**src/hdl/cled_pkg.sv**
```systemverilog
package cled_pkg;

    // Number of 8x8 modules in the chain (1 to 4).
    localparam int MODULES    = 4;
    localparam int MOD_W      = (MODULES > 1) ? $clog2(MODULES) : 1;
    localparam int ADDR_W     = MOD_W + 3;
    localparam int RAM_DEPTH  = 1 << ADDR_W;
    localparam int ROWS_TOTAL = MODULES * 8;

    localparam int IN_DATA_W  = 24;
    localparam int OUT_DATA_W = 16;

    // Command codes.
    localparam logic [3:0] OP_PIX_ON   = 4'd0;
    localparam logic [3:0] OP_PIX_OFF  = 4'd1;
    localparam logic [3:0] OP_PIX_TGL  = 4'd2;
    localparam logic [3:0] OP_SHIFT_LR = 4'd3;
    localparam logic [3:0] OP_SHIFT_RL = 4'd4;
    localparam logic [3:0] OP_CLEAR    = 4'd5;
    localparam logic [3:0] OP_FILL     = 4'd6;
    localparam logic [3:0] OP_REFRESH  = 4'd7;
    localparam logic [3:0] OP_CTRL_WR  = 4'd8;

    localparam logic [7:0] BYTE_ZERO = 8'h00;
    localparam logic [7:0] BYTE_ONES = 8'hFF;

    typedef logic [ADDR_W-1:0] t_addr;
    typedef logic [MOD_W-1:0]  t_mod;

endpackage

```
**src/hdl/cled_ram.sv**
```systemverilog
module cled_ram #(
    parameter int WIDTH = 8,
    parameter int DEPTH = 32
) (
    input  logic                     i_clk,
    input  logic                     i_we,
    input  logic [$clog2(DEPTH)-1:0] i_addr,
    input  logic [WIDTH-1:0]         i_wdata,
    output logic [WIDTH-1:0]         o_rdata
);

    logic [WIDTH-1:0] r_mem [DEPTH];
    logic [WIDTH-1:0] r_rdata;

    always_ff @(posedge i_clk) begin
        if (i_we) begin
            r_mem[i_addr] <= i_wdata;
        end
        r_rdata <= r_mem[i_addr];
    end

    assign o_rdata = r_rdata;

endmodule

```
**src/hdl/cascaded_led_matrix_framebuffer_top.sv**
```systemverilog
// Channel   Direction  tdata (lowest bit up)                        tuser          tlast
// s_axis    in         pixel_x[4:0] pixel_y[7:5] reg_addr[11:8]      op[3:0]        -
//                      ctrl_data[19:12], zero pad [23:20]
// m_axis    out        slot_index[1:0] slot_addr[5:2]               frame_end[0]   last
//                      slot_data[13:6], zero pad [15:14]
//
// A pixel command reads, modifies and writes one row byte (S_PIX_RD, then S_PIX_WR).
// A shift reads and writes each of the 8 * MODULES row bytes in turn through the single
// read-modify-write path of the frame buffer RAM. Clear and fill write one byte per cycle.
// A refresh or control write gives MODULES * MODULES words, one per cycle while m_axis
// takes them; before each frame a refresh reads its row byte in S_RF_RD and S_RF_LD.
// Every command is taken in S_IDLE, the only state in which s_axis_tready is high.
// Reset marks every byte as zero at once through per-byte valid flags; no clearing pass.
// The output word register lets the last word wait while the next command is taken.
module cascaded_led_matrix_framebuffer_top
    import cled_pkg::*;
(
    input  logic                  i_clk,
    input  logic                  i_rst_n,
    input  logic                  s_axis_tvalid,
    output logic                  s_axis_tready,
    input  logic [IN_DATA_W-1:0]  s_axis_tdata,   // pixel_x, pixel_y, reg_addr, ctrl_data
    input  logic [3:0]            s_axis_tuser,   // op
    output logic                  m_axis_tvalid,
    input  logic                  m_axis_tready,
    output logic [OUT_DATA_W-1:0] m_axis_tdata,   // slot_index, slot_addr, slot_data
    output logic                  m_axis_tuser,   // frame_end
    output logic                  m_axis_tlast    // last
);

    // Sequencer states.
    localparam logic [3:0] S_IDLE   = 4'd0;
    localparam logic [3:0] S_PIX_RD = 4'd1;
    localparam logic [3:0] S_PIX_WR = 4'd2;
    localparam logic [3:0] S_SH_RD  = 4'd3;
    localparam logic [3:0] S_SH_WR  = 4'd4;
    localparam logic [3:0] S_SWEEP  = 4'd5;
    localparam logic [3:0] S_RF_RD  = 4'd6;
    localparam logic [3:0] S_RF_LD  = 4'd7;
    localparam logic [3:0] S_EMIT   = 4'd8;

    localparam t_mod  MOD_LAST = MOD_W'(MODULES - 1);
    localparam t_addr ROW_LAST = ADDR_W'(ROWS_TOTAL - 1);

    // Input word fields.
    logic [3:0] in_op;
    logic [4:0] in_x;
    logic [2:0] in_y;
    logic [3:0] in_addr;
    logic [7:0] in_data;

    assign in_op   = s_axis_tuser;
    assign in_x    = s_axis_tdata[4:0];
    assign in_y    = s_axis_tdata[7:5];
    assign in_addr = s_axis_tdata[11:8];
    assign in_data = s_axis_tdata[19:12];

    logic [3:0]     r_state, n_state;
    logic [3:0]     r_op;
    logic [2:0]     r_row, n_row;       // pixel row, refresh row or shift row
    t_mod           r_pmod;             // module of a pixel command
    logic [2:0]     r_bit;              // bit position within the byte, 7 - x mod 8
    t_mod           r_cnt, n_cnt;       // module count in a shift
    logic           r_carry, n_carry;
    t_addr          r_sweep, n_sweep;
    t_mod           r_d, n_d;           // frame number
    t_mod           r_s, n_s;           // slot number
    logic [7:0]     r_byte, n_byte;
    logic [3:0]     r_waddr;            // register address sent in the hit slot
    logic [RAM_DEPTH-1:0] r_valid;
    logic           r_rd_valid;

    logic                  r_out_valid;
    logic [OUT_DATA_W-1:0] r_out_data;
    logic                  r_out_fend;
    logic                  r_out_last;

    // RAM port.
    t_addr      ram_addr;
    logic       ram_we;
    logic [7:0] ram_wdata;
    logic [7:0] ram_rdata;
    logic [7:0] rd_byte;

    logic       in_accept;
    logic       out_free;
    logic       emit_word;
    t_mod       sh_mod;
    logic [7:0] pix_mask;

    cled_ram #(
        .WIDTH (8),
        .DEPTH (RAM_DEPTH)
    ) u_frame_ram (
        .i_clk   (i_clk),
        .i_we    (ram_we),
        .i_addr  (ram_addr),
        .i_wdata (ram_wdata),
        .o_rdata (ram_rdata)
    );

    // A byte never written since reset reads as zero.
    assign rd_byte   = r_rd_valid ? ram_rdata : BYTE_ZERO;
    assign in_accept = s_axis_tvalid && s_axis_tready;
    assign out_free  = !r_out_valid || m_axis_tready;
    assign emit_word = (r_state == S_EMIT) && out_free;
    assign sh_mod    = (r_op == OP_SHIFT_LR) ? r_cnt : MOD_W'(MOD_LAST - r_cnt);
    assign pix_mask  = 8'(1) << r_bit;

    assign s_axis_tready = (r_state == S_IDLE);

    // Address, write enable and write data of the frame buffer for each state.
    always_comb begin
        ram_addr  = {r_pmod, r_row};
        ram_we    = 1'b0;
        ram_wdata = rd_byte;
        unique case (r_state)
            S_PIX_RD: begin
                ram_addr = {r_pmod, r_row};
            end
            S_PIX_WR: begin
                ram_addr = {r_pmod, r_row};
                ram_we   = 1'b1;
                unique case (r_op)
                    OP_PIX_ON:  ram_wdata = rd_byte | pix_mask;
                    OP_PIX_OFF: ram_wdata = rd_byte & ~pix_mask;
                    default:    ram_wdata = rd_byte ^ pix_mask;
                endcase
            end
            S_SH_RD: begin
                ram_addr = {sh_mod, r_row};
            end
            S_SH_WR: begin
                ram_addr = {sh_mod, r_row};
                ram_we   = 1'b1;
                if (r_op == OP_SHIFT_LR) begin
                    ram_wdata = {r_carry, rd_byte[7:1]};
                end else begin
                    ram_wdata = {rd_byte[6:0], r_carry};
                end
            end
            S_SWEEP: begin
                ram_addr  = r_sweep;
                ram_we    = 1'b1;
                ram_wdata = (r_op == OP_FILL) ? BYTE_ONES : BYTE_ZERO;
            end
            S_RF_RD, S_RF_LD: begin
                ram_addr = {r_d, r_row};
            end
            default: begin
                ram_addr = {r_pmod, r_row};
            end
        endcase
    end

    // Sequencer.
    always_comb begin
        n_state = r_state;
        n_row   = r_row;
        n_cnt   = r_cnt;
        n_carry = r_carry;
        n_sweep = r_sweep;
        n_d     = r_d;
        n_s     = r_s;
        n_byte  = r_byte;
        unique case (r_state)
            S_IDLE: begin
                if (in_accept) begin
                    n_row   = in_y;
                    n_cnt   = '0;
                    n_carry = 1'b0;
                    n_sweep = '0;
                    n_d     = '0;
                    n_s     = '0;
                    n_byte  = in_data;
                    unique case (in_op) inside
                        OP_PIX_ON, OP_PIX_OFF, OP_PIX_TGL: begin
                            if (4'(in_x[4:3]) < 4'(MODULES)) begin
                                n_state = S_PIX_RD;
                            end
                        end
                        OP_SHIFT_LR, OP_SHIFT_RL: begin
                            n_row   = '0;
                            n_state = S_SH_RD;
                        end
                        OP_CLEAR, OP_FILL: n_state = S_SWEEP;
                        OP_REFRESH:        n_state = S_RF_RD;
                        OP_CTRL_WR:        n_state = S_EMIT;
                        default:           n_state = S_IDLE;
                    endcase
                end
            end
            S_PIX_RD: n_state = S_PIX_WR;
            S_PIX_WR: n_state = S_IDLE;
            S_SH_RD:  n_state = S_SH_WR;
            S_SH_WR: begin
                n_carry = (r_op == OP_SHIFT_LR) ? rd_byte[0] : rd_byte[7];
                n_state = S_SH_RD;
                if (r_cnt == MOD_LAST) begin
                    n_cnt   = '0;
                    n_carry = 1'b0;
                    n_row   = r_row + 3'd1;
                    if (r_row == 3'd7) begin
                        n_state = S_IDLE;
                    end
                end else begin
                    n_cnt = r_cnt + MOD_W'(1);
                end
            end
            S_SWEEP: begin
                n_sweep = r_sweep + ADDR_W'(1);
                if (r_sweep == ROW_LAST) begin
                    n_state = S_IDLE;
                end
            end
            S_RF_RD: n_state = S_RF_LD;
            S_RF_LD: begin
                n_byte  = rd_byte;
                n_state = S_EMIT;
            end
            S_EMIT: begin
                if (out_free) begin
                    if (r_s == MOD_LAST) begin
                        n_s = '0;
                        if (r_d == MOD_LAST) begin
                            n_state = S_IDLE;
                        end else begin
                            n_d     = r_d + MOD_W'(1);
                            n_state = (r_op == OP_REFRESH) ? S_RF_RD : S_EMIT;
                        end
                    end else begin
                        n_s = r_s + MOD_W'(1);
                    end
                end
            end
            default: n_state = S_IDLE;
        endcase
    end

    always_ff @(posedge i_clk) begin
        if (!i_rst_n) begin
            r_state     <= S_IDLE;
            r_valid     <= '0;
            r_out_valid <= 1'b0;
        end else begin
            r_state <= n_state;
            if (ram_we) begin
                r_valid[ram_addr] <= 1'b1;
            end
            if (emit_word) begin
                r_out_valid <= 1'b1;
            end else if (m_axis_tready) begin
                r_out_valid <= 1'b0;
            end
        end
    end

    always_ff @(posedge i_clk) begin
        r_row      <= n_row;
        r_cnt      <= n_cnt;
        r_carry    <= n_carry;
        r_sweep    <= n_sweep;
        r_d        <= n_d;
        r_s        <= n_s;
        r_byte     <= n_byte;
        r_rd_valid <= r_valid[ram_addr];
        if (in_accept) begin
            r_op    <= in_op;
            r_pmod  <= MOD_W'(in_x[4:3]);
            r_bit   <= 3'd7 - in_x[2:0];
            // A refresh sends the row number plus one as the register address.
            r_waddr <= (in_op == OP_REFRESH) ? 4'(in_y) + 4'd1 : in_addr;
        end
        if (emit_word) begin
            // Slot d of frame d carries the word; every other slot is a no-op.
            r_out_data <= {2'b00,
                           (r_s == r_d) ? r_byte : BYTE_ZERO,
                           (r_s == r_d) ? r_waddr : 4'd0,
                           2'(r_s)};
            r_out_fend <= (r_s == MOD_LAST);
            r_out_last <= (r_s == MOD_LAST) && (r_d == MOD_LAST);
        end
    end

    assign m_axis_tvalid = r_out_valid;
    assign m_axis_tdata  = r_out_data;
    assign m_axis_tuser  = r_out_fend;
    assign m_axis_tlast  = r_out_last;

endmodule

```
**config.mk**
```make
export PLATFORM = sky130hd
export DESIGN_NAME = cascaded_led_matrix_framebuffer_top
export DESIGN_NICKNAME = d
export VERILOG_FILES = /design/src/hdl/cled_pkg.sv /design/src/hdl/cled_ram.sv /design/src/hdl/cascaded_led_matrix_framebuffer_top.sv
export SDC_FILE = /design/constraint.sdc
export NUM_CORES = 1
export LEC_CHECK = 0
export ABC_AREA = 1
export BUFFER_PORTS_ARGS = -buffer_cell sky130_fd_sc_hd__buf_4
export CAP_MARGIN = 20
export CORE_ASPECT_RATIO = 0.9
export CORE_MARGIN = 4
export CORE_UTILIZATION = 55
export CTS_CLUSTER_SIZE = 25
export DETAILED_ROUTE_END_ITERATION = 16
export GPL_TIMING_DRIVEN = 0
export PLACE_DENSITY = 0.82
export RECOVER_POWER = 100
export SYNTH_ARGS = -nofsm -noshare
export SYNTH_HDL_FRONTEND = slang
export SYNTH_SLANG_ARGS = --single-unit
```
**constraint.sdc**
```tcl
create_clock -name i_clk -period 2.65 [get_ports i_clk]
set_input_delay 0.53 -clock i_clk [delete_from_list [all_inputs] [get_ports i_clk]]
set_output_delay 0.53 -clock i_clk [all_outputs]
set_load 0.02 [all_outputs]
```
=== Word-level counts from Yosys, hierarchy flattened ===
Memories as Yosys holds them, arrays and structs flattened. A register that Yosys moved wholly into a read port is not among the register bits.
Cells that the tools add are included.

* Bits in registers: 90
* Bits in latches: 0
* Memory bits (writable): 256
* Bits in read-only memories: 0
* Word-level logic and storage cells: 144
* Memories kept: 1

{| class="wikitable"
|+ Memories
! name !! depth !! width !! read ports !! clocked after memory_dff !! wr ports !! RTL line !! text
|-
| u_frame_ram.r_mem || 32 || 8 || 1 || 1 || 1 || cled_ram.sv:12 || <nowiki>logic [WIDTH-1:0] r_mem [DEPTH];</nowiki>
|}

* Add/sub/neg operators: 8
* Multipliers: 0
* Div/mod/pow operators: 0
* Magnitude comparators: 2
* Equality and inequality tests: 32
* Shifts and indexed selects: 1
* Multiplexer cells: 49
* Bitwise logic cells: 5
* Reduce and logical (&&, ||, !) cells: 27

{| class="wikitable"
|+ Operators with widths
! operator !! count
|-
| == test 4 x 3 -> 1 bit, second input constant || 10
|-
| two-way mux 8 bit || 4
|-
| OR 32 bit || 1
|-
| case mux 4 bit (8 select lines) || 1
|-
| case mux 8 bit (2 select lines) || 2
|-
| two-way mux 4 bit || 7
|-
| case mux 8 bit (3 select lines) || 1
|-
| == test 4 x 2 -> 1 bit, second input constant || 5
|-
| two-way mux 2 bit || 10
|-
| case mux 4 bit (5 select lines) || 1
|-
| case mux 5 bit (3 select lines) || 1
|-
| == test 4 x 1 -> 1 bit, second input constant || 3
|-
| logical NOT 4 bit || 3
|-
| case mux 2 bit (2 select lines) || 3
|-
| two-way mux 1 bit || 10
|-
| case mux 5 bit (2 select lines) || 1
|-
| nonzero test 2 bit || 5
|-
| two-way mux 3 bit || 3
|-
| bitwise AND 8 bit || 1
|-
| == test 4 bit, second input constant || 2
|-
| != test 2 bit, second input constant || 4
|-
| NOT 8 bit || 1
|-
| OR 8 bit || 1
|-
| OR reduction 2 bit || 4
|-
| other kinds (28) || 40
|}

=== Depth between registers and ports, before layout ===
* Depth in word-level cells: 8
* Depth in mapped cells: 16

=== Cells and area by module ===
From an unflattened synthesis, not the netlist that was laid out.

* Cells, all modules: 1694
* Area total of the unflattened synthesis: 16074.2 um2

{| class="wikitable"
|+ Modules (own cells, without submodules)
! module !! times used !! cells an instance !! area each (um2) !! seq. area each (um2)
|-
| cled_ram || 1 || 1063 || 10988.0 || 7847.5
|-
| cascaded_led_matrix_framebuffer_top || 1 || 631 || 5086.1 || 2322.2
|}

=== Worst setup path after synthesis ===
No wires, ideal clock.

* Path kind: register to register
* From: reg r_state[1]
* To: mem u_frame_ram.r_mem[0][1], data pin
* Setup time: 0.384 ns
* Arrival: 2.188 ns
* Data required time: 2.266 ns
* Slack: 0.078 ns
* Stages on the path, launching flop included: 7
* Path buffers: 2
* Clock period less this slack: 2.572 ns
* Path through: dfxtp_1 -> buf_6 -> and3_1 -> buf_2 -> a21oi_2 -> inv_2 -> o2111ai_1

* Word-level cells in the longest chain between the ends: 2
* Elaborated cells between the ends (all ways): 4

{| class="wikitable"
|+ RTL lines
! item !! RTL line !! text
|-
| start, declared || cascaded_led_matrix_framebuffer_top.sv:58 || <nowiki>logic [3:0] r_state, n_state;</nowiki>
|-
| start signal, assigned || cascaded_led_matrix_framebuffer_top.sv:246 || <nowiki>r_state <= n_state;</nowiki>
|-
| == test 4 x 3 -> 1 bit or == test 4 x 2 -> 1 bit (tied branches) || cascaded_led_matrix_framebuffer_top.sv:117 || <nowiki>unique case (r_state)</nowiki>
|-
| case mux 8 bit (3 select lines) (*) || cascaded_led_matrix_framebuffer_top.sv:117 ||
|-
| named net ram_wdata[1] || cascaded_led_matrix_framebuffer_top.sv:81 || <nowiki>logic [7:0] ram_wdata;</nowiki>
|-
| end, declared || cled_ram.sv:12 ||
|}

The timed path passes the listed nets; every way through them passes the cells marked *.

=== Final worst setup path ===
* From: reg r_op[1]
* To: mem u_frame_ram.r_mem[22][0], data pin

* Word-level cells in the longest chain between the ends: 3
* Elaborated cells between the ends (all ways): 8

{| class="wikitable"
|+ RTL lines
! item !! RTL line !! text
|-
| start, declared || cascaded_led_matrix_framebuffer_top.sv:59 || <nowiki>logic [3:0] r_op;</nowiki>
|-
| start signal, assigned || cascaded_led_matrix_framebuffer_top.sv:268 || <nowiki>r_op <= in_op;</nowiki>
|-
| == test 4 x 1 -> 1 bit, or another cell as far along || cascaded_led_matrix_framebuffer_top.sv:124 || <nowiki>unique case (r_op)</nowiki>
|-
| case mux 8 bit (2 select lines), or another cell as far along || cascaded_led_matrix_framebuffer_top.sv:124 ||
|-
| case mux 8 bit (3 select lines) (*) || cascaded_led_matrix_framebuffer_top.sv:117 ||
|}

Every way passes the cells marked *; elsewhere a longest branch is shown, timed or not.

==> impl_metrics.yaml <==
run_status:
  outcome: "complete, no violations"
clock_tree:
  cts-root-buf: "clkbuf_16"
  numCtsBuffers: 36
  worstSkewPairLatency_ns: 0.53
  cts_tree: "yes"
  cts_sinks: 354
  cts_buffer_depth: 3
  cts.clk_slew.worst_paths_ns: 0.06
  h-tree-depth: 2
  ctsHoldBuffers: 0
pwr:
  vdd_drop_max_mv: 0.6400
  combPwrFrac_pct: 13.9
  p_clk_share_pct: 37.9
  p_sw_w: 0.003472
  internal_power_w: 0.009654
  seqPwrFrac_pct: 48.1
  switching_share_pct: 26.45
  p_per_area_mw_per_mm2: 704.8
  leakage_nw: 7.965
die:
  coreArea_mm2: 0.02886
  die-area_mm2: 0.03210
  num_rows: 59
  io_pins: 52
  die_w_um: 188.4
  start_util_pct: 55.82
  die_h_um: 170.4
logic_synthesis:
  synth_cells: 1690
  ys_seq_area_share_pct: 63.12
  synth_most_common_cell: "nand2_1"
  synth-compound-area-share_pct: 3.673
  yosys.area_share.adder_pct: 1.864
  synth_largest_area_cell: "edfxtp_1"
  synthFlopType: "edfxtp_1"
  synthXorXnorAreaFrac_pct: 0.1631
  synth_top_cell_area_share_pct: 57.40
  yosysUniqueCellTypes: 40
  async_flop_share_pct: 0
  synth_top_family_by_area: "simple AND/OR/NAND/NOR gates"
  ys_top_cells_by_count: "nand2_1 (746), edfxtp_1 (308), nand3_1 (128)"
  syn-cell-area_mm2: 0.01611
  avgSynthCellArea_um2: 9.534
  yosysWarnings: 0
  yosys-mux-area-fraction_pct: 0.06212
  synth-edff-count: 308
  ys_ff_latch: 354
  yosys.area_share.simple_pct: 24.94
  synthTopCellsByArea: "edfxtp_1 (57%), nand2_1 (17%), dfxtp_1 (5.7%)"
setup_path:
  crit_type: "flip-flop to flip-flop"
  worstPathCellList: "nor3_4 > clkbuf_2 > o21ai_0 > o21ai_2 > o2111ai_4"
  endpoint_kind: "flip-flop"
  cpMaxStageDelayCell: "o2111ai_4"
  cp.arrival_ns: 2.69
  critPathLaunchType: "flip-flop"
  slowest_delay_ns: 0.46
  cp_max_fo: 16
  cp_top_family: "compound AO/OA/AOI/OAI gates"
  cp.required_ns: 2.76
  worst-path-buf-inv: 1
route:
  post_drt_via_cell_ratio: 5.588
  dr_total_vias: 12430
  first_iter_violations: 1750
  wirelength_mm: 42.33
  route.detailed.drc: 0
  ant_nets: 0
  wl_per_cell_um: 19.03
  drt_pass1_iterations: 6
placed_design:
  hpwlAfterDp_mm: 28.31
  dp.cells: 2141
  place_congestion: 0.9382
  port_buffers: 45
final_layout:
  drive_above_1_share_pct: 12.58
  final-instance-count-excl-fill: 2224
  fillers: 2209
  antennaDiodeCount: 0
  fin_nets: 1859
  area_growth_pct: 15.58
sta:
  min_period_ns: 2.576
  hold-worst-slack_ns: 0.2086
  setup-violations-final: 0
  tns_ns: 0
  slew_headroom_pct: 41.58
  max_freq_mhz: 388.2
  tightest_slew_ns: 0.8519
  slew_violations: 0
  fin_crit_sh_pct: 97.21
  fin_skew_ns: 0.02094
  hold_viol_final: 0
job:
  max_cap_violations: 0
min_path:
  hp-class: "input pin to flip-flop"
global_route:
  grt_pass1_vias: 12040
  gr-total-overflow: 0
  antenna_found_initial: 0
  grt_usage_pct: 25.96
  grt_max_degree: 33
  grt_pass1_wl_mm: 65.25
-- flip-flops by register name, summed over array words and instances, names as in the netlist --
signal / count
m_axis_tdata: 14
m_axis_tlast: 1
m_axis_tuser: 1
m_axis_tvalid: 1
r_bit: 3
r_byte: 8
r_carry: 1
r_cnt: 2
r_d: 2
r_op: 4
r_pmod: 2
r_rd_valid: 1
r_row: 3
r_s: 2
r_state: 4
r_sweep: 5
r_valid: 32
r_waddr: 4
u_frame_ram.o_rdata: 8
u_frame_ram.r_mem: 256
-- cells in the final DEF (no fill, tap or decap), drive strengths merged, types with 2 or more instances in the layout --
cell type	n
a21oi	40
buf	102
bufinv	3
clkbuf	96
clkinv	13
clkinvlp	19
conb	2
dfxtp	46
edfxtp	308
ha	24
inv	115
nand2	751
nand3	133
nand3b	2
nand4	4
nor2	92
nor3	5
o2111ai	9
o211ai	3
o21a	2
o21ai	47
o22ai	3
xnor2	3
-- metal layers --
layer | track usage, % | vias up | part of all wire (%)
met3 | 5.373 | 153 | 12
met4 | 11.40 | 0 | 4.5
met2 | 40.65 | 746 | 45
li1 | - | 5757 | -
met5 | 0 | - | 0
met1 | 35.61 | 5771 | 38
-- path summary, 6_finish.rpt --
path | slack (ns) | depth (start not counted) | start | end
max | 0.07 | 5 | r_op[1]$_DFFE_PP_ | u_frame_ram.r_mem[22][0]$_DFFE_PP_
min | 0.21 | 1 | s_axis_tdata[4] | r_pmod[1]$_DFFE_PP_
max reg2reg | 0.07 | 5 | r_op[1]$_DFFE_PP_ | u_frame_ram.r_mem[22][0]$_DFFE_PP_
min reg2reg | 0.45 | 2 | r_valid[2]$_SDFFE_PN0N_ | r_valid[2]$_SDFFE_PN0N_
-- area by class of cell --
| cell class | count | area, µm² | area share (%) |
|---|---|---|---|
| buffer | 78 | 490.5 | 2.634 |
| inverter | 133 | 575.6 | 3.090 |
| clock inverter | 17 | 175.2 | 0.9405 |
| multi-input combinational | 1126 | 5134 | 27.56 |
| sequential | 354 | 10170 | 54.61 |
| clock buffer | 46 | 968.4 | 5.200 |
| timing repair buffer | 74 | 615.6 | 3.305 |
| tap | 396 | 495.5 | 2.660 |
-- what timing repair did --
item | CTS | global route
pin swaps | 4 | 5
setup endpoints to repair | 205 | 345
setup buffers | 8 | 11
gates resized for setup | 6 | 33
gates cloned | 1 | 0
-- through the flow --
step / area [µm²] / total power, W / setup slack, ns / utilization (%)
2_1_floorplan: 16120 / 0.007551 / 0.07793 / -
3_3_place_gp: 16950 / 0.008067 / -1.805 / 58.72
3_5_place_dp: 17230 / 0.008153 / -0.3178 / 59.68
4_1_cts: 18480 / 0.01308 / 0.004561 / 64.02
5_1_grt: 18620 / 0.01356 / -0.02246 / 64.52
6_report: 18620 / 0.01313 / 0.07402 / 64.52
-- power by group through the flow --
stage | Combinational (W) | Sequential [W] | Clock, W
2_1_floorplan | 0.00113 | 0.00642 | 0
3_3_place_gp | 0.00163 | 0.00643 | 0
3_5_place_dp | 0.00172 | 0.00643 | 0
4_1_cts | 0.00176 | 0.00632 | 0.00501
5_1_grt | 0.00199 | 0.00633 | 0.00524
6_report | 0.00183 | 0.00632 | 0.00498
-- worst reg2reg max path: stages, from the launching register on --
cell       delay [ns]
edfxtp_1         0.45
nor3_4           0.40
clkbuf_2         0.31
o21ai_0          0.15
o21ai_2          0.39
o2111ai_4        0.47
-- cells by family after synthesis --
kind of cell,Yosys count
flops,354
compound gates,105
buf+inv,212
simple gates,990
other cells,1
mux,1
xor+xnor,3
fa+ha+maj,24
(Power assumes the default switching activity.)
